## config.mk

```make
export PLATFORM = sky130hd
export DESIGN_NAME = lfc_top_cell
export DESIGN_NICKNAME = d
export VERILOG_FILES = /design/src/rtl/lfc_pkg.sv /design/src/rtl/lfc_top_cell.sv
export SDC_FILE = /design/constraint.sdc
export NUM_CORES = 1
export LEC_CHECK = 0
export BUFFER_PORTS_ARGS = -buffer_cell sky130_fd_sc_hd__buf_2
export CAP_MARGIN = 20
export CORE_AREA = 2 2 383 385
export DETAILED_ROUTE_END_ITERATION = 10
export DIE_AREA = 0 0 385 387
export GPL_TIMING_DRIVEN = 0
export PLACE_DENSITY = 0.3
export RECOVER_POWER = 50
export SYNTH_ARGS = -nofsm -noshare
export SYNTH_HDL_FRONTEND = slang
export SYNTH_SLANG_ARGS = --single-unit
```

## constraint.sdc

```tcl
create_clock -name clk_i -period 2.3 [get_ports clk_i]
set_clock_uncertainty 0.15 [all_clocks]
set_input_delay 0.115 -clock clk_i [delete_from_list [all_inputs] [get_ports clk_i]]
set_output_delay 0.115 -clock clk_i [all_outputs]
set_load 0.05 [all_outputs]
```

## src/rtl/lfc_pkg.sv

```systemverilog
`timescale 1ns / 1ps
// Shared types and constants of the LRU flow cache with top-K list.
// Used by the cache cell, the top list cell and the top level.
package lfc_pkg;

  localparam int CacheN  = 256;
  localparam int TopN    = 16;
  localparam int KeyW    = 64;
  localparam int TotalW  = 48;
  localparam int DirW    = 40;
  localparam int TimeW   = 32;
  localparam int BytesW  = 32;
  localparam int KindW   = 2;
  localparam int RankW   = 4;
  localparam int TopIdxW = (TopN > 1) ? $clog2(TopN) : 1;
  localparam int TopCntW = $clog2(TopN + 1);

  localparam logic CMD_HIT    = 1'b0;
  localparam logic CMD_REPORT = 1'b1;

  typedef enum logic [KindW-1:0] {
    KIND_HIT   = 2'd0,
    KIND_ENTRY = 2'd1,
    KIND_EMPTY = 2'd2
  } lfc_kind_e;

  // Where a top list cell takes its next content from.
  typedef enum logic [1:0] {
    SEL_KEEP,
    SEL_UP,
    SEL_DOWN,
    SEL_NEW
  } lfc_sel_e;

  typedef struct packed {
    logic [KeyW-1:0]   key;
    logic [TotalW-1:0] total;
    logic [DirW-1:0]   ab;
    logic [DirW-1:0]   ba;
    logic [TimeW-1:0]  seen;
  } lfc_rec_t;

  typedef struct packed {
    logic     valid;
    lfc_rec_t rec;
  } lfc_slot_t;

endpackage

```

## src/rtl/lfc_top_cell.sv

```systemverilog
`timescale 1ns / 1ps
// One cell of the sorted top list: holds one record, compares its key and
// ranks itself against the updated record. Depends on lfc_pkg.
module lfc_top_cell (
  input  logic                      clk_i,
  input  logic                      rst_ni,
  input  lfc_pkg::lfc_sel_e         sel_i,
  input  lfc_pkg::lfc_slot_t        down_i,
  input  lfc_pkg::lfc_slot_t        up_i,
  input  lfc_pkg::lfc_rec_t         new_i,
  input  logic [lfc_pkg::KeyW-1:0]  key_i,
  output lfc_pkg::lfc_slot_t        slot_o,
  output logic                      match_o,
  output logic                      ge_o,
  output logic                      gt_o
);
  import lfc_pkg::*;

  logic     valid_q;
  lfc_rec_t rec_q;

  always_ff @(posedge clk_i or negedge rst_ni) begin
    if (!rst_ni) begin
      valid_q <= 1'b0;
    end else begin
      unique case (sel_i)
        SEL_UP:   valid_q <= up_i.valid;
        SEL_DOWN: valid_q <= down_i.valid;
        SEL_NEW:  valid_q <= 1'b1;
        default:  valid_q <= valid_q;
      endcase
    end
  end

  always_ff @(posedge clk_i) begin
    unique case (sel_i)
      SEL_UP:   rec_q <= up_i.rec;
      SEL_DOWN: rec_q <= down_i.rec;
      SEL_NEW:  rec_q <= new_i;
      default:  rec_q <= rec_q;
    endcase
  end

  assign slot_o.valid = valid_q;
  assign slot_o.rec   = rec_q;
  assign match_o      = valid_q && (rec_q.key == key_i);
  // Rank by total first, then by the later timestamp.
  assign ge_o = (new_i.total > rec_q.total) ||
                ((new_i.total == rec_q.total) && (new_i.seen >= rec_q.seen));
  assign gt_o = (new_i.total > rec_q.total) ||
                ((new_i.total == rec_q.total) && (new_i.seen > rec_q.seen));

endmodule

```

==> results of run 1 <==
## worst reg2reg max path, stage by stage, from the launching register on
cell and delay, ns:
dfrtp_1 0.47, nor2b_1 0.18, a211oi_1 0.22, a21oi_1 0.07, dlygate4sd3_1 0.58
## cell type report
| type | instances | area share [%] |
|---|---|---|
| inverter | 98 | 1.30 |
| antenna | 18 | 0.159 |
| multi-input combinational | 968 | 25.0 |
| sequential | 225 | 23.9 |
| buffer | 77 | 1.21 |
| timing repair buffer | 1525 | 36.2 |
| clock buffer | 46 | 3.39 |
| clock inverter | 15 | 0.447 |
| tap | 1917 | 8.48 |
## cells by family after synthesis
family	after synthesis	share of synthesized area, %
and+or+nand+nor	312	9.52
AOI/OAI and AO/OA	303	11.6
DFF	225	47.9
muxes	224	15.9
buffers and inverters	175	4.92
adders and majority gates	80	7.10
xor gates and xnor gates	49	3.05
## state kept, by name (all words and copies together), names as in the netlist
register	cells
valid_q	1
slot_o	224
## repair_timing
action / in CTS / in global routing
gates cloned: 0 / 0
gates resized for setup: 60 / 7
buffers inserted: 24 / 3
hold endpoints to repair: 225 / 0
hold buffers: 523 / 0
endpoints found under the setup margin: 113 / 23
pin swaps: 27 / 12
## metrics by stage
stage | area [sq um] | util [%] | setup slack [ns]
2_1_floorplan | 14200 | - | -0.439
3_3_place_gp | 21400 | 14.8 | -2.70
3_5_place_dp | 21600 | 14.9 | -1.47
4_1_cts | 28500 | 19.6 | -1.02
5_1_grt | 28200 | 19.5 | -1.05
6_report | 28300 | 19.5 | -0.941
## layout by cell type (no fill, tap or decap), types with 6 or more instances in the layout
cell type and instances:
clkbuf_16 37, dlygate4sd3_1 523, nand4_1 24, clkbuf_1 265
xor2_1 17, a21o_1 7, xnor2_1 29, edfxtp_1 224
buf_1 6, nor2_1 232, buf_4 28, ha_1 70
nand3_1 12, clkinv_2 6, o21ai_0 10, ha_4 10
buf_2 772, inv_2 6, nand2_1 16, nor4_4 6
a21oi_1 248, diode_2 18, mux2i_1 224, inv_1 92
## metal layers
| metal | wire length [um] | GRT usage [%] | vias up |
|---|---|---|---|
| met5 | 248 | 0 | - |
| met4 | 3120 | 4.18 | 40 |
| met3 | 9450 | 4.79 | 157 |
| met2 | 54800 | 25.1 | 701 |
| met1 | 42600 | 15.7 | 8234 |
| li1 | - | - | 8109 |
## power by group
part | leakage (nW) | internal (mW) | total (mW) | switching, mW
combinational | 9.56 | 2.23 | 6.20 | 3.97
clock | 0.535 | 3.15 | 5.45 | 2.29
sequential | 2.27 | 5.10 | 5.42 | 0.320
## worst paths after layout
kind / startpoint / endpoint / slack (ns)
hold / removal: up_i[209] / slot_o[209]$_DFFE_PP_ / 0.02
min in group asynchronous: rst_ni / valid_q$_DFFE_PN0P_ / 0.24
hold reg to reg: valid_q$_DFFE_PN0P_ / valid_q$_DFFE_PN0P_ / 1.30
max in group asynchronous: rst_ni / valid_q$_DFFE_PN0P_ / 1.66
setup reg to reg: valid_q$_DFFE_PN0P_ / valid_q$_DFFE_PN0P_ / 0.52
setup / recovery: slot_o[118]$_DFFE_PP_ / gt_o / -0.94
==> run summary, run 1 <==
outcome = finished, violations left
failing checks = setup timing
FF+latch area = 6750 sq um
final hold vios = 0
initial antenna violation count = 48
Reg2Reg Depth = 4
Area growth syn-to-layout = 101%
placed cell count = 4260
RSZ-0062 raised after global routing = true
global placement routability congestion = 0.847
fillcell total = 16400
top cell type's share of synthesized area = 47.7%
Max VDD drop = 347 uV
GR Overflow Total = 0
vias in the first global route = 18100
CTS sink cnt = 225
Synthesis Warnings = 0
All-Layer GR Usage = 14.1%
Synth area leaders = edfxtp_1 48%, mux2i_1 16%, a21oi_1 8.9%, ha_1 7.1%, nor2_1 6.2%
crit start category = register
Clock transition at path regs = 0.07 ns
Synth area leader = edfxtp_1
WP buf/inv = 5
sequential area share after synthesis = 47.9%
CTS root buffer = clkbuf_16
PortBufs = 967
1st-pass router iterations = 5
Slew @ Worst Pin = 1.28 ns
ratio of cells with drive above 1 in the final layout = 30.8%
CP Class = reg -> out
Critical Path Stages = 11
# rows = 140
vias post-DR = 17200
PD cells = 604 nW/um^2
CP required = 2.04 ns
Slew Limit Headroom = 14.7%
count of different cell masters after synthesis = 40
WL per Instance = 22.5 um
Cells after Synth = 1368
layout net count = 3753
cts bufs inserted = 36
I/O pins = 970
Post-Layout Cell Count = 4889
crit path max fanout = 3
final worst path period need = 3.24 ns
later-pin clock latency in the skew report = 0.56 ns
Synth Flop Type = edfxtp_1
most common cell in the netlist = a21oi_1
Leakage = 12.4 nW
syn avg cell area = 10.3 sq um
DR DRC count = 0
crit path cell chain = inv_2, ha_4, nand4_1, buf_12, inv_2, a221o_2, o211a_1, a211oi_4, buf_12, a21oi_4, buf_12
Mapped Nets = 2190
initial core utilization = 9.73%
Die Width = 385 um
Setup crit end kind = output pin
multi-input logic area = 7060 sq um
Final Setup Violations = 294
Synth Register Bits = 225
crit share post-route = 141%
Detailed Place HPWL = 93700 um
global-route wire length before repair = 144000 um
Post-synth EDFFs = 224
Setup TNS Final = -113.68 ns
slowest CP cell = a221o_2
commonest cells in the netlist = 251 x a21oi_1, 233 x nor2_1, 224 x edfxtp_1, 224 x mux2i_1, 98 x inv_1
routed wire length = 110000 um
DR iter-0 viols = 819
CP arrival = 2.98 ns
final slew viol count = 0
Die ar. = 149000 sq um
CP top delay family = compound AO/OA/AOI/OAI gates
H-Tree Depth = 2
Min-Delay Path Class = in -> reg
worst-case clock buffer depth = 3
maxcap violations = 0
Pwr Total = 17.1 mW
synthesized area = 14100 sq um
Max stage delay on crit path = 0.49 ns
final hold slack = 0.0173 ns
CTS tree = built
Vias per Instance = 3.53
final worst slack = -0.941 ns
antenna-violating nets left = 0
most used cell, CP = buf_12
fmax = 309 MHz
largest net degree at the start of global routing = 56
ys async rst share = 0.444%
Die Y = 387 um
hold depth = 3
Core ar. = 145000 sq um
Note: power is estimated with default switching activity, not from simulation.
==> run 2: changes to the inputs <==
--- a/config.mk
+++ b/config.mk
@@ -11,6 +11,7 @@
 export DETAILED_ROUTE_END_ITERATION = 10
 export DIE_AREA = 0 0 385 387
 export GPL_TIMING_DRIVEN = 0
+export MAX_ROUTING_LAYER = met4
 export PLACE_DENSITY = 0.3
 export RECOVER_POWER = 50
 export SYNTH_ARGS = -nofsm -noshare
==> run 2 against run 1 <==
The flow still finishes with violations (setup timing). Cell area grew 0.14%. Clock power is essentially flat. Largest power group unchanged. Critical path depth is the same.
==> run summary, run 2 (synthesis gave the netlist of run 1 again) <==
final hold vios = 0
Leakage = 12.4 nW
All-Layer GR Usage = 14.5%
global-route wire length before repair = 143000 um
CP arrival = 2.98 ns
Comb power frac = 36.3%
H-Tree Depth = 2
Clock transition at path regs = 0.06 ns
layout net count = 3753
global placement routability congestion = 0.860
CP top delay family = compound AO/OA/AOI/OAI gates
crit share post-route = 141%
final worst slack = -0.944 ns
most frequent cells in the layout = 772 x buf_2, 523 x dlygate4sd3_1, 265 x clkbuf_1
fin area = 28300 sq um
Die Y = 387 um
cts bufs inserted = 36
crit path max fanout = 3
final slew viol count = 0
ratio of cells with drive above 1 in the final layout = 30.8%
WP buf/inv = 5
Net Switching = 6.59 mW
initial core utilization = 9.73%
maxcap violations = 0
Slew Limit Headroom = 16.5%
I/O pins = 970
worst-case clock buffer depth = 3
crit path cell chain = inv_2, ha_4, nand4_1, buf_12, inv_2, a221o_2, o211a_1, a211oi_4, buf_12, a21oi_4, buf_12
CTS sink cnt = 225
RSZ-0062 raised after global routing = true
Die Width = 385 um
Flop pwr share = 31.7%
Detailed Place HPWL = 93700 um
placed cell count = 4260
P_int = 10.5 mW
failing checks = setup timing
DR DRC count = 0
Post-Layout Cell Count = 4905
routed wire length = 110000 um
Slew @ Worst Pin = 1.25 ns
CTS root buffer = clkbuf_16
final worst path period need = 3.24 ns
fmax = 308 MHz
Max VDD drop = 345 uV
initial antenna violation count = 47
PD cells = 603 nW/um^2
Core ar. = 145000 sq um
later-pin clock latency in the skew report = 0.56 ns
DR iter-0 viols = 842
PortBufs = 967
sw frac = 38.6%
CTS tree = built
Setup crit end kind = output pin
antenna-violating nets left = 0
outcome = finished, violations left
max reg flops = 224
crit start category = register
GR Overflow Total = 0
vias post-DR = 17200
clock power share = 32.0%
Die ar. = 149000 sq um
vias in the first global route = 18100
Max stage delay on crit path = 0.49 ns
CP required = 2.04 ns
1st-pass router iterations = 5
Final Setup Violations = 288
largest net degree at the start of global routing = 56
Cell Area, Placed = 21600 sq um
CP Class = reg -> out
most used cell, CP = buf_12
Vias per Instance = 3.50
Area growth syn-to-layout = 101%
slowest CP cell = a221o_2
# rows = 140
WL per Instance = 22.5 um
Min-Delay Path Class = in -> reg
commonest non-fill, non-tap cell in the layout = buf_2
==> run 2: changes by cell type in the layout (fill, tap and decap cells not counted), sizes merged <==
cell   delta
diode    +16
==> run 2: final cells by class <==
type / instances / area [sq um]
antenna: 34 / 85.1
buffer: 77 / 343
clock buffer: 46 / 960
clock inverter: 15 / 126
fill: 16400 / 117000
inverter: 98 / 368
multi-input combinational: 968 / 7060
sequential: 225 / 6750
tap: 1917 / 2400
timing repair buffer: 1525 / 10200
==> run 2: power by group through the flow <==
stage | Sequential (mW) | Clock [mW] | Combinational, mW
5_1_grt | 5.48 | 5.83 | 6.61
4_1_cts | 5.42 | 5.76 | 6.41
3_5_place_dp | 5.50 | 0 | 5.29
3_3_place_gp | 5.52 | 0 | 5.28
6_report | 5.42 | 5.46 | 6.20
2_1_floorplan | 7.09 | 0 | 1.34
==> run 2: per-layer routing <==
layer  vias to the layer above  track usage (%)  wire, um
met2                       700             25.1     55100
met1                      8231             15.7     43500
li1                       8140                -         -
met3                       107             4.69      8860
met4                         0             4.21      2700
met5                         -                -         0
==> run 2: stage by stage <==
step | util [%] | worst slack (ns) | total power [mW] | TNS (ns) | hold slack, ns
2_1_floorplan | - | -0.439 | 8.43 | -98.60 | -0.331
3_3_place_gp | 14.8 | -2.70 | 10.8 | -698.24 | -0.260
3_5_place_dp | 14.9 | -1.47 | 10.8 | -175.19 | -0.257
4_1_cts | 19.6 | -1.02 | 17.6 | -2.81 | 0.00407
5_1_grt | 19.5 | -1.05 | 17.9 | -170.48 | 0.0380
6_report | 19.5 | -0.944 | 17.1 | -102.74 | 0.0177
==> run 2: worst reg2reg max path, stage by stage (launching register included) <==
cell	delay, ns
dfrtp_1	0.46
nor2b_1	0.18
a211oi_1	0.23
a21oi_1	0.07
dlygate4sd3_1	0.58
==> run 2: timing repair <==
action	4_1_cts	5_1_grt
hold buffers	523	0
setup endpoints to repair	113	23
gates cloned	0	0
buffers inserted	24	3
hold endpoints to repair	225	0
gates resized for setup	60	7
pin swaps	27	12
==> run 2: final timing paths <==
path                                       start             endpoint  slack (ns)  cells after the start
setup / recovery           slot_o[118]$_DFFE_PP_                 gt_o       -0.94                     11
hold / removal                          new_i[1]  slot_o[1]$_DFFE_PP_        0.02                      3
setup reg to reg             valid_q$_DFFE_PN0P_  valid_q$_DFFE_PN0P_        0.53                      4
hold reg to reg              valid_q$_DFFE_PN0P_  valid_q$_DFFE_PN0P_        1.28                      4
max in group asynchronous                 rst_ni  valid_q$_DFFE_PN0P_        1.66                      3
min in group asynchronous                 rst_ni  valid_q$_DFFE_PN0P_        0.24                      3
==> run 3: changes to the inputs <==
--- a/config.mk
+++ b/config.mk
@@ -7,13 +7,16 @@
 export LEC_CHECK = 0
 export BUFFER_PORTS_ARGS = -buffer_cell sky130_fd_sc_hd__buf_2
 export CAP_MARGIN = 20
-export CORE_AREA = 2 2 383 385
+export CELL_PAD_IN_SITES_DETAIL_PLACEMENT = 1
+export CELL_PAD_IN_SITES_GLOBAL_PLACEMENT = 1
+export CORE_AREA = 2 2 372 374
 export DETAILED_ROUTE_END_ITERATION = 10
-export DIE_AREA = 0 0 385 387
+export DIE_AREA = 0 0 374 376
 export GPL_TIMING_DRIVEN = 0
 export MAX_ROUTING_LAYER = met4
-export PLACE_DENSITY = 0.3
+export PLACE_DENSITY = 0.36
 export RECOVER_POWER = 50
 export SYNTH_ARGS = -nofsm -noshare
 export SYNTH_HDL_FRONTEND = slang
 export SYNTH_SLANG_ARGS = --single-unit
+export TNS_END_PERCENT = 1
==> run 3 against run 2 <==
The flow still finishes with violations (setup timing). Combinational power decreased by 2%. Routed wire length increased by 2.6%. Setup slack got worse by 0.070 ns. Largest power group unchanged. Maximum frequency decreased by 2.1%.
==> run summary, run 3 (synthesis gave the netlist of run 1 again) <==
RR Startpoint = valid_q$_DFFE_PN0P_
CTS sink cnt = 225
final hold slack = 0.0130 ns
Worst Setup SP = slot_o[150]$_DFFE_PP_
fillcell total = 16200
antenna-violating nets left = 0
vias post-DR = 17200
# rows = 136
DR iter-0 viols = 585
Post-Layout Cell Count = 4778
Max VDD drop = 408 uV
initial core utilization = 10.3%
CP required = 2.04 ns
All-Layer GR Usage = 16.0%
CP arrival = 3.05 ns
Cell Area, Placed = 21400 sq um
CP Class = reg -> out
outcome = finished, violations left
Slew @ Worst Pin = 1.42 ns
Die ar. = 141000 sq um
largest net degree at the start of global routing = 55
GR Overflow Total = 0
Vias per Instance = 3.61
Core ar. = 137000 sq um
final worst path period need = 3.31 ns
most frequent cells in the layout = 762 x buf_2, 540 x dlygate4sd3_1, 264 x clkbuf_1
cts bufs inserted = 36
Clock transition at path regs = 0.06 ns
vias in the first global route = 19200
hold depth = 3
later-pin clock latency in the skew report = 0.56 ns
routed wire length = 113000 um
maxcap violations = 0
Min-Delay Path Class = in -> reg
global-route wire length before repair = 151000 um
failing checks = setup timing
layout net count = 3753
global placement routability congestion = 0.826
Leakage = 12.3 nW
CTS tree = built
1st-pass router iterations = 4
Die Y = 376 um
RSZ-0062 raised after global routing = true
fin area = 28100 sq um
crit path cell chain = inv_1, ha_4, nand4_4, nor4_4, buf_4, and3_4, o211a_1, a211oi_2, buf_6, a21oi_4, buf_8
WL per Instance = 23.7 um
initial antenna violation count = 45
slowest CP cell = edfxtp_1
Final Setup Violations = 202
commonest non-fill, non-tap cell in the layout = buf_2
Max stage delay on crit path = 0.41 ns
CTS root buffer = clkbuf_16
Setup crit end kind = output pin
ratio of cells with drive above 1 in the final layout = 29.8%
crit start category = register
Setup TNS Final = -71.50 ns
Die Width = 374 um
Reg2Reg Depth = 4
final hold vios = 0
crit share post-route = 144%
I/O pins = 970
Slew Limit Headroom = 5.15%
PortBufs = 967
PD cells = 617 nW/um^2
final worst slack = -1.01 ns
Area growth syn-to-layout = 99.3%
crit path max fanout = 3
Detailed Place HPWL = 95800 um
final slew viol count = 0
H-Tree Depth = 2
fmax = 302 MHz
critical hold path startpoint = up_i[205]
Pwr Total = 17.3 mW
worst-case clock buffer depth = 3
max reg flops = 224
DR DRC count = 0
placed cell count = 4137
[run 3: changes by cell type in the layout (fill, tap and decap cells not counted), sizes merged]
cell / change
clkbuf: +5
dlygate4sd3: +17
diode: -4
clkinvlp: +1
bufinv: +3
buf: -26
[run 3: final cells by class]
type                            count  area, sq um  share of cell area, %
Clock buffer                       42          945                   3.36
Sequential cell                   225         6750                   24.0
Inverter                           98          368                   1.31
Tap cell                         1794         2240                   7.99
Multi-Input combinational cell    968         6900                   24.6
Buffer                             77          348                   1.24
Clock inverter                     19          229                  0.815
Antenna cell                       30         75.1                  0.267
Timing Repair Buffer             1525        10200                   36.4
[run 3: timing repair]
action                                  4_1_cts  5_1_grt
setup buffers                                 7        3
pin swaps                                     8        5
hold buffers                                540        0
endpoints found under the setup margin       57       97
endpoints found under the hold margin       224        0
resized for setup                            33       18
cloned                                        0        0
[run 3: through the flow]
step | setup slack (ns) | utilization, %
after CTS | -1.20 | 20.6
after floorplan | -0.439 | -
final | -1.01 | 20.6
after global routing | -1.24 | 20.6
after detailed placement | -1.37 | 15.6
after global placement | -2.59 | 15.5
[run 3: layer usage]
layer | global-route usage, % | share of wire (%) | vias up
li1 | - | - | 8125
met1 | 16.4 | 37 | 8330
met2 | 28.6 | 52 | 625
met3 | 4.81 | 7.0 | 146
met4 | 5.96 | 3.8 | 0
met5 | - | 0 | -
[run 3: path summary, 6_finish.rpt]
| kind | to | slack, ns |
|---|---|---|
| max | ge_o | -1.01 |
| max reg2reg | valid_q$_DFFE_PN0P_ | 0.52 |
| min reg2reg | valid_q$_DFFE_PN0P_ | 1.22 |
| min in group asynchronous | valid_q$_DFFE_PN0P_ | 0.26 |
| min | slot_o[205]$_DFFE_PP_ | 0.01 |
| max in group asynchronous | valid_q$_DFFE_PN0P_ | 1.63 |
[run 3: report_power, final]
| group | total (mW) | internal [mW] | switching (mW) | leakage, nW |
|---|---|---|---|---|
| Clock | 5.80 | 3.49 | 2.31 | 0.576 |
| Sequential | 5.44 | 5.10 | 0.339 | 2.27 |
| Combinational | 6.10 | 2.16 | 3.94 | 9.48 |
[run 3: worst max-delay path: cells and delay by family, from the launching register on]
kind	cells	cell delay (ns)
buffers and inverters	4	0.62
adders and majority gates	1	0.29
DFF	1	0.41
AOI/OAI and AO/OA	3	0.52
and+or+nand+nor	3	0.60
