[src/rtl/lfc_pkg.sv]
`timescale 1ns / 1ps
// Shared types and constants of the LRU flow cache with top-K list.
// Used by the cache cell, the top list cell and the top level.
package lfc_pkg;

  localparam int CacheN  = 256;
  localparam int TopN    = 16;
  localparam int KeyW    = 64;
  localparam int TotalW  = 48;
  localparam int DirW    = 40;
  localparam int TimeW   = 32;
  localparam int BytesW  = 32;
  localparam int KindW   = 2;
  localparam int RankW   = 4;
  localparam int TopIdxW = (TopN > 1) ? $clog2(TopN) : 1;
  localparam int TopCntW = $clog2(TopN + 1);

  localparam logic CMD_HIT    = 1'b0;
  localparam logic CMD_REPORT = 1'b1;

  typedef enum logic [KindW-1:0] {
    KIND_HIT   = 2'd0,
    KIND_ENTRY = 2'd1,
    KIND_EMPTY = 2'd2
  } lfc_kind_e;

  // Where a top list cell takes its next content from.
  typedef enum logic [1:0] {
    SEL_KEEP,
    SEL_UP,
    SEL_DOWN,
    SEL_NEW
  } lfc_sel_e;

  typedef struct packed {
    logic [KeyW-1:0]   key;
    logic [TotalW-1:0] total;
    logic [DirW-1:0]   ab;
    logic [DirW-1:0]   ba;
    logic [TimeW-1:0]  seen;
  } lfc_rec_t;

  typedef struct packed {
    logic     valid;
    lfc_rec_t rec;
  } lfc_slot_t;

endpackage

[src/rtl/lfc_cache_cell.sv]
`timescale 1ns / 1ps
// One cell of the recency chain: holds one flow record and compares its key.
// Depends on lfc_pkg.
module lfc_cache_cell (
  input  logic                      clk_i,
  input  logic                      rst_ni,
  input  logic                      shift_i,
  input  lfc_pkg::lfc_slot_t        prev_i,
  input  logic [lfc_pkg::KeyW-1:0]  key_i,
  output lfc_pkg::lfc_slot_t        slot_o,
  output logic                      match_o
);
  import lfc_pkg::*;

  logic     valid_q;
  lfc_rec_t rec_q;

  always_ff @(posedge clk_i or negedge rst_ni) begin
    if (!rst_ni) begin
      valid_q <= 1'b0;
    end else if (shift_i) begin
      valid_q <= prev_i.valid;
    end
  end

  always_ff @(posedge clk_i) begin
    if (shift_i) begin
      rec_q <= prev_i.rec;
    end
  end

  assign slot_o.valid = valid_q;
  assign slot_o.rec   = rec_q;
  assign match_o      = valid_q && (rec_q.key == key_i);

endmodule

[config.mk]
export PLATFORM = sky130hd
export DESIGN_NAME = lfc_cache_cell
export DESIGN_NICKNAME = d
export VERILOG_FILES = /design/src/rtl/lfc_pkg.sv /design/src/rtl/lfc_cache_cell.sv
export SDC_FILE = /design/constraint.sdc
export NUM_CORES = 1
export LEC_CHECK = 0
export ABC_AREA = 1
export BUFFER_PORTS_ARGS = -buffer_cell sky130_fd_sc_hd__clkbuf_2
export CORE_AREA = 2 2 200 202
export DETAILED_ROUTE_END_ITERATION = 7
export DIE_AREA = 0 0 202 204
export HOLD_SLACK_MARGIN = 0.1
export SLEW_MARGIN = 20
export SYNTH_ARGS = -nofsm -noshare
export SYNTH_HDL_FRONTEND = slang
export SYNTH_SLANG_ARGS = --single-unit
export TNS_END_PERCENT = 50
[constraint.sdc]
create_clock -name clk_i -period 1.25 [get_ports clk_i]
set_input_delay 0.125 -clock clk_i [delete_from_list [all_inputs] [get_ports clk_i]]
set_output_delay 0.125 -clock clk_i [all_outputs]
set_load 0.05 [all_outputs]
==> summary.txt, run 1 <==
Run status
  – Status: finished with violations
  – Failing checks: setup timing

Synthesis
  – Seq cells post-synth: roughly 230
  – Cell taking the most area after synthesis: edfxtp_1
  – Top cell type's share of synthesized area: a little under nine tenths
  – Syn nets: around 770
  – Synth area leaders: edfxtp_1 85%, nand2_1 5.1%, inv_1 3.6%
  – Cell Area, Synth: approximately 7900 sq um
  – Syn Inst Count: a little under 500
  – Netlist cell types: 13
  – Sequential share of the synthesized area: 85.8%
  – Syn_area_per_cell: between 15 and 20 sq um
  – Ys Warns: 0

Detailed routing
  – Drt pass-1 iters: 4
  – Routed vias: roughly 7200
  – Drc violations: 0
  – Initial drt markers: just over 300
  – DRT Wirelength: 34400 um
  – Mean number of vias per cell: approximately 3.9
  – Wirelength per Cell: 18.5 um
  – Post-DRT Antenna Nets: 0

Floorplanning
  – Core box area: just under 40000 sq um
  – Die Ht: about 200 um
  – Die Wd: 202 um
  – Starting Density: 20.1%
  – # IOs: between 500 and 600
  – # rows: 73
  – Die footprint: between 40000 and 50000 sq um

Power
  – Leakage: 7.76 nW
  – Total power: 22.7 mW
  – PwrDens: 1290 nW/um^2
  – Worst vdd ir: around 1.3 mV

Timing
  – Post-route minimum period: about 2.1 ns
  – Skew final: 0 ns
  – Worst-Margin Slew: ~0.32 ns
  – Final Max Slew Viols: 0
  – Hold Slack: slightly below 0.3 ns
  – Max frequency: 473 MHz
  – Unrepaired setup endpoints after global routing: true
  – Setup violations, final: between 100 and 150
  – Setup ws final: -0.866 ns
  – Max_slew headroom: roughly four fifths
  – Final hold vios: 0
  – Period utilization: 169%
  – Setup TNS: -9.11 ns

GRT
  – Vias in the first global route: roughly 8000
  – Largest net degree at the start of global routing: 51
  – GRT Total Usage: between 15 and 20%
  – First-pass GRT wire length: 49700 um
  – Initial antenna violation count: 3
  – GRT overflow: 0

Clocking
  – CTS Sinks: roughly 230
  – CTS buffer count: 27
  – CTS tree: done
  – Clock buffer depth: 3
  – Clk Tree Root Cell: clkbuf_16
  – H-tree depth: 1
  – Clk_lat worst skew: approximately 0.53 ns
  – Clock-pin slew on the worst setup and hold paths: 0.06 ns

Layout
  – Fill count: between 3000 and 4000
  – Area occupied by multi-input gates: between 800 and 900 sq um
  – Layout cell share with drive strength beyond 1: a little under half
  – Area occupied by registers: approximately 6800 sq um
  – Area grow syn2layout: 122%
  – Final #Nets: about 1600
  – Post-route cell area: around 18000 sq um
  – Layout Cells excl Fill: 1864
  – Finished Core Util: approximately 45%

Hold path
  – Hold Path Class: in -> reg

Setup path
  – Critical path capture point type: primary output
  – CP max FO: 2
  – Worst EP required: about 1.1 ns
  – Nature of the critical path startpoint: flop
  – Most used cell along the critical path: nand2_1
  – CP Class: reg -> out
  – Data arrival, critical path: between 1.5 and 2 ns
  – CP Cell Sequence: xnor2_1 -> nand2_1 -> nor2_1 -> nand2_1 -> nor2_2 -> nand3_2 -> nor2_4 -> buf_12
  – Critical Path Max Stage Delay: 0.46 ns
  – Crit-path slowest cell: edfxtp_1

Place
  – Final HPWL DP: roughly 24000 um
  – Dpl ws: -0.423 ns
  – DP Area: 11600 sq um
  – Routability Congestion: between 0.9 and 1
  – Buffers added on ports: 517
  – Dpl cells: between 1500 and 2000

Flow run
  – Max_cap viols: 0
## where the power goes
group | total [mW] | switching (mW) | internal (mW)
registers | 9.43 | 0.431 | 9.00
clock network | 7.27 | 3.12 | 4.15
logic | 5.96 | 3.22 | 2.74
total | 22.7 | 6.76 | 15.9
## cells in the final DEF (no fill, tap or decap), drive strengths merged
master,instances
o211ai,1
dlygate4sd3,228
clkinv,13
nand3,3
dfrtp,1
nor2,29
o22ai,8
clkinvlp,3
diode,3
xnor2,17
nand2,106
buf,167
edfxtp,224
o21ai,11
clkbuf,442
xor2,3
nand4,3
inv,76
bufinv,1
## timing repair
action / CTS / global route
hold endpoints to repair: 252 / 0
hold buffers: 228 / 0
pin swaps: 7 / 1
gates resized for setup: 537 / 129
buffers inserted: 21 / 17
setup endpoints to repair: 226 / 225
## critical path, delay by kind of cell, from the launching register on
kind	cells	cell delay, ns
simple gates	6	0.61
flops	1	0.46
xor+xnor	1	0.23
buf+inv	1	0.14
## logic make-up after synthesis
logic type / synth area share (%)
AO/OA/AOI/OAI: 1.43
XOR/XNOR: 2.23
buffers and inverters: 3.67
flip-flops: 85.8
AND/OR/NAND/NOR: 6.87
## final timing paths
check,start,end,slack [ns],depth (start not counted)
max in group asynchronous,rst_ni,valid_q,0.71,3
min in group asynchronous,rst_ni,valid_q,0.43,3
setup / recovery,slot_o[162],match_o,-0.87,8
hold reg to reg,valid_q,valid_q,0.62,2
setup reg to reg,valid_q,valid_q,0.55,2
hold / removal,prev_i[179],slot_o[179],0.29,2
## sequential cells by signal, indices dropped and copies added, names as in the netlist
name     count
slot_o     224
valid_q      1
## layout make-up
| cell class | count | share of cell area, % |
|---|---|---|
| diodes | 3 | 0.0429 |
| clock buffers | 30 | 3.92 |
| clock inverters | 18 | 0.722 |
| inverters | 75 | 1.61 |
| multi-input cells | 181 | 5.11 |
| flip-flops and latches | 225 | 38.6 |
| well taps | 525 | 3.75 |
| repair buffers | 807 | 46.3 |
## synth_stat cells (all sizes together)
cell    count
buf         1
dfrtp       1
edfxtp    224
inv        75
nand2     106
nand3       3
nand4       3
nor2       29
o211ai      1
o21ai      11
o22ai       8
xnor2      17
xor2        3
## per-layer routing
layer	part of all wire (%)	global-route usage, %	wire [um]
met5	0	0	0
met4	3.0	5.41	1040
met3	7.8	4.26	2690
met2	55	31.6	19000
met1	34	16.2	11700
Power figures use the tool's default switching activity.
==> run 2: changes to the inputs <==
--- a/config.mk
+++ b/config.mk
@@ -5,12 +5,13 @@
 export SDC_FILE = /design/constraint.sdc
 export NUM_CORES = 1
 export LEC_CHECK = 0
-export ABC_AREA = 1
+export ABC_AREA = 0
 export BUFFER_PORTS_ARGS = -buffer_cell sky130_fd_sc_hd__clkbuf_2
-export CORE_AREA = 2 2 200 202
+export CORE_AREA = 2 2 202 204
 export DETAILED_ROUTE_END_ITERATION = 7
-export DIE_AREA = 0 0 202 204
+export DIE_AREA = 0 0 204 206
 export HOLD_SLACK_MARGIN = 0.1
+export RECOVER_POWER = 100
 export SLEW_MARGIN = 20
 export SYNTH_ARGS = -nofsm -noshare
 export SYNTH_HDL_FRONTEND = slang
==> run 2 against run 1 <==
  * The flow still finishes with violations (setup timing)
  * Critical endpoint unchanged
  * First-iteration DRC count up 0.65%
  * Sequential power is essentially flat
  * Clock-buffer cell count is 1 higher
  * Final cell count fell by 7.0%
==> summary.txt, run 2 <==
Setup path
  – Crit. Startpoint: slot_o[179]
  – Crit-path slowest cell: nor4_4
  – Critical Path Stages: 6
  – Data arrival, critical path: 2.54 ns
  – R2R depth: 2
  – Worst EP required: approximately 1.1 ns
  – CP Cell Sequence: xnor2_1 -> nand4_1 -> nor4_4 -> nand2_4 -> nor4_4 -> buf_12
  – Critical Path Max Stage Delay: 0.46 ns
  – Nature of the critical path startpoint: flop
  – R2R Path Start: valid_q
  – CP Class: reg -> out
  – CP max FO: 2
  – CP top delay family: simple AND/OR/NAND/NOR gates
  – Buf+Inv Stages, Crit Path: 1
  – Critical path capture point type: primary output
  – Most used cell along the critical path: nor4_4

Layout
  – Layout cell share with drive strength beyond 1: between 50% and 60%
  – Fill count: 3507
  – Final #Nets: 1471
  – Finished Core Util: a little over two fifths
  – Most common cell after layout, fill and taps aside: clkbuf_2
  – Max reg flops: 224
  – Post-route cell area: around 17000 sq um
  – Most frequent cells in the layout: 260 x clkbuf_2, 228 x dlygate4sd3_1, 224 x edfxtp_1
  – Area grow syn2layout: 128%

Timing
  – Unrepaired setup endpoints after global routing: true
  – Worst-Margin Slew: roughly 0.57 ns
  – Final Max Slew Viols: 0
  – Period utilization: 213%
  – Setup ws final: -1.41 ns
  – Max_slew headroom: roughly three fifths
  – Skew final: 0 ns
  – Final hold vios: 0
  – Setup violations, final: a little over 300
  – Max frequency: between 300 and 400 MHz
  – Post-route minimum period: between 2 and 3 ns

Synthesis
  – Syn_area_per_cell: 22.6 sq um
  – Top_reg_cell synth: edfxtp_1
  – Cell taking the most area after synthesis: edfxtp_1
  – Netlist cell types: 25
  – Top cell type's share of synthesized area: around nine tenths
  – Synth cell count leaders: 224 x edfxtp_1, 32 x xnor2_1, 15 x inv_1, 13 x xor2_1, 10 x nand4_1
  – Synth area leaders: edfxtp_1 89%, xnor2_1 3.7%, xor2_1 1.5%
  – Seq cells post-synth: ~230
  – Cell Area, Synth: approximately 7600 sq um
  – Top-count cell post-synth: edfxtp_1
  – Ys Warns: 0
  – Ys async rst share: less than 1%
  – Sequential share of the synthesized area: 89.4%
  – Syn Inst Count: between 300 and 400
  – Syn nets: 626
  – Post-synth EDFFs: 224

Run status
  – Failing checks: setup timing
  – Status: finished with violations

Detailed routing
  – Met3 wire len: just under 3000 um
  – Drt pass-1 iters: 4
  – Met2 routed WL: about 18000 um
  – Initial drt markers: 311
  – Drc violations: 0
  – Post-DRT Antenna Nets: 0
  – Mean number of vias per cell: about 3.9
  – Top sig layer: met4
  – DRT Wirelength: between 30000 and 40000 um
  – M1 WL: 11800 um
  – Wirelength per Cell: 19.3 um
  – Routed vias: 6692

Floorplanning
  – # rows: 74
  – Die Wd: roughly 200 um
  – # IOs: about 520
  – Die footprint: roughly 42000 sq um
  – Die Ht: a little over 200 um
  – Core box area: approximately 40000 sq um
  – Starting Density: 18.8%

Clocking
  – H-tree depth: 1
  – Clock-pin slew on the worst setup and hold paths: around 0.06 ns
  – Clk Tree Root Cell: clkbuf_16
  – Clock buffer depth: 3
  – CTS buffer count: 26
  – CTS Sinks: between 200 and 250
  – CTS tree: done
  – Clk_lat worst skew: 0.55 ns

Place
  – Buffers added on ports: just over 500
  – Routability Congestion: between 0.8 and 0.9
  – Final HPWL DP: about 22000 um
  – DP Area: 11400 sq um

Power
  – PwrDens: 1350 nW/um^2
  – Worst vdd ir: 1.11 mV
  – Total power: 23.3 mW
  – Leakage: approximately 7.3 nW

GRT
  – First-pass GRT wire length: 46400 um
  – Initial antenna violation count: 2
  – Largest net degree at the start of global routing: 37
  – GRT overflow: 0
  – Vias in the first global route: 7521
  – GRT Total Usage: between 10 and 15%

Hold path
  – Hold path cells: 2
  – Worst Hold Launch: prev_i[157]
  – Hold Path Class: in -> reg

Flow run
  – Max_cap viols: 0
[run 2: changes by cell type after synthesis, moves of 4 or more]
cell,delta
nand4_1,+7
nor2_1,-29
o21ai_0,-10
xnor2_1,+15
inv_1,-60
nand2_1,-105
xor2_1,+10
a221oi_1,+4
[run 2: final timing paths]
check | to | slack, ns
max | match_o | -1.41
min | slot_o[157] | 0.29
max reg2reg | valid_q | 0.38
min reg2reg | valid_q | 0.63
max in group asynchronous | valid_q | 0.68
min in group asynchronous | valid_q | 0.47
[run 2: layout make-up]
cell class | count | area [sq um] | share of cell area [%]
clock inverters | 17 | 239 | 1.38
inverters | 18 | 67.6 | 0.391
diodes | 2 | 5.00 | 0.0290
clock buffers | 31 | 669 | 3.88
multi-input cells | 90 | 779 | 4.52
repair buffers | 818 | 8080 | 46.8
well taps | 532 | 666 | 3.86
flip-flops and latches | 225 | 6750 | 39.1
[run 2: power by group]
group / switching [mW] / internal (mW)
Clock: 3.16 / 4.90
Sequential: 0.424 / 9.00
Combinational: 3.15 / 2.72
Total: 6.73 / 16.6
[run 2: timing repair]
item,4_1_cts,5_1_grt
buffers inserted,20,12
gates resized for setup,516,128
hold endpoints to repair,271,0
hold buffers,228,0
setup endpoints to repair,226,226
pin swaps,2,4
[run 2: logic make-up (layout without fill, tap and decap cells)]
kind of cell    count (synthesis)  after routing  synth area share [%]
flops                         225            225                  89.4
xor+xnor                       45             45                  5.22
simple gates                   27             27                  2.55
buf+inv                        19            884                 0.994
compound gates                 17             17                  1.74
mux                             1              1                 0.149
other cells                     0              2                     0
[run 2: layer usage]
metal	GRT usage (%)	vias up
met2	27.8	410
met4	5.85	0
met1	15.8	3212
li1	-	3015
met3	4.37	55
met5	0	-
[run 2: per-stage QoR]
stage / TNS (ns) / cells / hold slack (ns) / worst slack (ns)
6_report: -20.85 / 1733 / 0.292 / -1.41
5_1_grt: -36.71 / 1733 / 0.273 / -1.53
4_1_cts: -14.22 / 1731 / 0.249 / -1.36
3_5_place_dp: -0.937 / 1452 / -0.0973 / -0.937
3_3_place_gp: -0.865 / 1452 / -0.0999 / -0.865
2_1_floorplan: -0.944 / 334 / -0.171 / -0.944
==> run 3: changes to the inputs <==
--- a/config.mk
+++ b/config.mk
@@ -7,9 +7,9 @@
 export LEC_CHECK = 0
 export ABC_AREA = 0
 export BUFFER_PORTS_ARGS = -buffer_cell sky130_fd_sc_hd__clkbuf_2
-export CORE_AREA = 2 2 202 204
+export CORE_AREA = 2 2 201 203
 export DETAILED_ROUTE_END_ITERATION = 7
-export DIE_AREA = 0 0 204 206
+export DIE_AREA = 0 0 203 205
 export HOLD_SLACK_MARGIN = 0.1
 export RECOVER_POWER = 100
 export SLEW_MARGIN = 20
==> constraint.sdc (replaced) <==
create_clock -name clk_i -period 2.15 [get_ports clk_i]
set_input_delay 0.215 -clock clk_i [delete_from_list [all_inputs] [get_ports clk_i]]
set_output_delay 0.215 -clock clk_i [all_outputs]
set_load 0.05 [all_outputs]
==> run 3 against run 2 <==
  * The run still ends with setup timing left
  * Critical endpoint unchanged
  * Register-to-register slack improved by 0.99 ns
  * Setup slack better by 1.0 ns
  * Wire length shrank 14%
  * Highest routed layer unchanged
  * Largest power group unchanged
  * Critical path depth up 1
==> summary.txt, run 3 (synthesis results as in run 2) <==
Power
  – Worst vdd ir: 0.659 mV
  – PwrDens: between 800 and 900 nW/um^2
  – Leakage: between 5 and 6 nW
  – Total power: around 12 mW

Timing
  – Final hold vios: 0
  – Final Max Slew Viols: 0
  – Setup ws final: -0.413 ns
  – Setup violations, final: 68
  – Max_slew headroom: between 40% and 50%
  – Hold Slack: about 0.39 ns
  – Setup TNS: -1.27 ns
  – Max frequency: between 300 and 400 MHz
  – Skew final: 0 ns
  – Period utilization: 119%
  – Post-route minimum period: about 2.6 ns
  – Worst-Margin Slew: roughly 0.86 ns
  – Unrepaired setup endpoints after global routing: true

GRT
  – GRT Total Usage: 12.9%
  – First-pass GRT wire length: roughly 41000 um
  – Initial antenna violation count: 2
  – Largest net degree at the start of global routing: 70
  – GRT overflow: 0
  – Vias in the first global route: 7145

Detailed routing
  – Wirelength per Cell: 17.1 um
  – DRT Wirelength: between 20000 and 30000 um
  – Routed vias: ~6400
  – Post-DRT Antenna Nets: 0
  – Met2 routed WL: approximately 15000 um
  – M1 WL: approximately 10000 um
  – Met3 wire len: between 2000 and 3000 um
  – Top sig layer: met4
  – Drc violations: 0
  – Drt pass-1 iters: 5
  – Mean number of vias per cell: 3.82
  – Initial drt markers: 375

Floorplanning
  – Core box area: between 30000 and 40000 sq um
  – Die Wd: slightly above 200 um
  – Die footprint: between 40000 and 50000 sq um
  – # IOs: 518
  – Die Ht: about 200 um
  – Starting Density: 19.2%
  – # rows: 73

Place
  – Final HPWL DP: roughly 21000 um
  – Routability Congestion: between 0.9 and 1
  – Dpl cells: between 1000 and 1500
  – DP Area: ~11000 sq um
  – Dpl ws: 0.0440 ns
  – Buffers added on ports: 517

Clocking
  – CTS Sinks: 225
  – Clk Tree Root Cell: clkbuf_16
  – Clock buffer depth: 3
  – CTS tree: done
  – Post-CTS Setup Bufs: 0
  – Clock-pin slew on the worst setup and hold paths: around 0.060 ns
  – H-tree depth: 1
  – Clk_lat worst skew: between 0.5 and 0.6 ns
  – CTS buffer count: 25

Layout
  – Finished Core Util: a little over a third
  – Post-route cell area: between 10000 and 15000 sq um
  – Area grow syn2layout: 82.5%
  – Final #Nets: roughly 1400
  – Most common cell after layout, fill and taps aside: clkbuf_2
  – Fill count: about 3900
  – Max reg flops: 224
  – Layout cell share with drive strength beyond 1: 29.6%
  – Most frequent cells in the layout: 269 x clkbuf_2, 251 x clkbuf_1, 228 x dlygate4sd3_1
  – Layout Cells excl Fill: roughly 1700

Setup path
  – Nature of the critical path startpoint: flop
  – Worst Setup EP: match_o
  – R2R depth: 1
  – Crit. Startpoint: slot_o[161]
  – Worst EP required: approximately 1.9 ns
  – CP Class: reg -> out
  – Reg2Reg Setup Slack: ~1.4 ns
  – Reg2reg end: valid_q
  – R2R Path Start: valid_q
  – CP max FO: 2
  – Critical path capture point type: primary output
  – Data arrival, critical path: between 2 and 2.5 ns

Run status
  – Status: finished with violations
  – Failing checks: setup timing

Hold path
  – Hold Path Class: in -> reg

Flow run
  – Max_cap viols: 0
[run 3: report_power, final]
group	switching [mW]	total, mW	internal (mW)
clock network	1.74	4.15	2.42
registers	0.159	5.38	5.22
logic	1.72	2.42	0.698
[run 3: worst max-delay path, stage by stage (launching register included)]
cell and delay (ns):
edfxtp_1 0.43, xnor2_2 0.16, nand4_1 0.13, nor4_2 0.32, buf_4 0.17, nand2_1 0.09, nor4_4 0.33, buf_12 0.18
[run 3: final cells by class]
class,count,area (sq um),share of cell area (%)
Antenna cell,2,5.00,0.0363
Clock buffer,32,702,5.09
Clock inverter,13,95.1,0.690
Inverter,18,67.6,0.490
Multi-Input combinational cell,90,752,5.45
Sequential cell,225,6750,49.0
Tap cell,525,657,4.76
Timing Repair Buffer,763,4760,34.5
[run 3: per-layer routing]
layer,vias up,track usage [%]
met5,-,0
met1,3016,13.6
met4,0,4.80
met3,58,4.22
met2,392,23.9
li1,2898,-
[run 3: repair_timing]
| item | CTS | global route |
|---|---|---|
| hold buffers | 228 | 0 |
| endpoints found under the setup margin | 1 | 1 |
| resized for setup | 1 | 1 |
| pin swaps | 2 | 0 |
| endpoints found under the hold margin | 256 | 0 |
[run 3: how the worst min path moves through the flow]
stage                start     endpoint  slack (ns)  cells after the start
5_1_grt         prev_i[56]   slot_o[56]        0.36                      2
3_3_place_gp        rst_ni      valid_q       -0.01                      1
6_report        prev_i[56]   slot_o[56]        0.39                      2
3_5_place_dp        rst_ni      valid_q      -0.009                      1
2_1_floorplan       rst_ni      valid_q       -0.08                      0
4_1_cts        prev_i[100]  slot_o[100]        0.35                      2
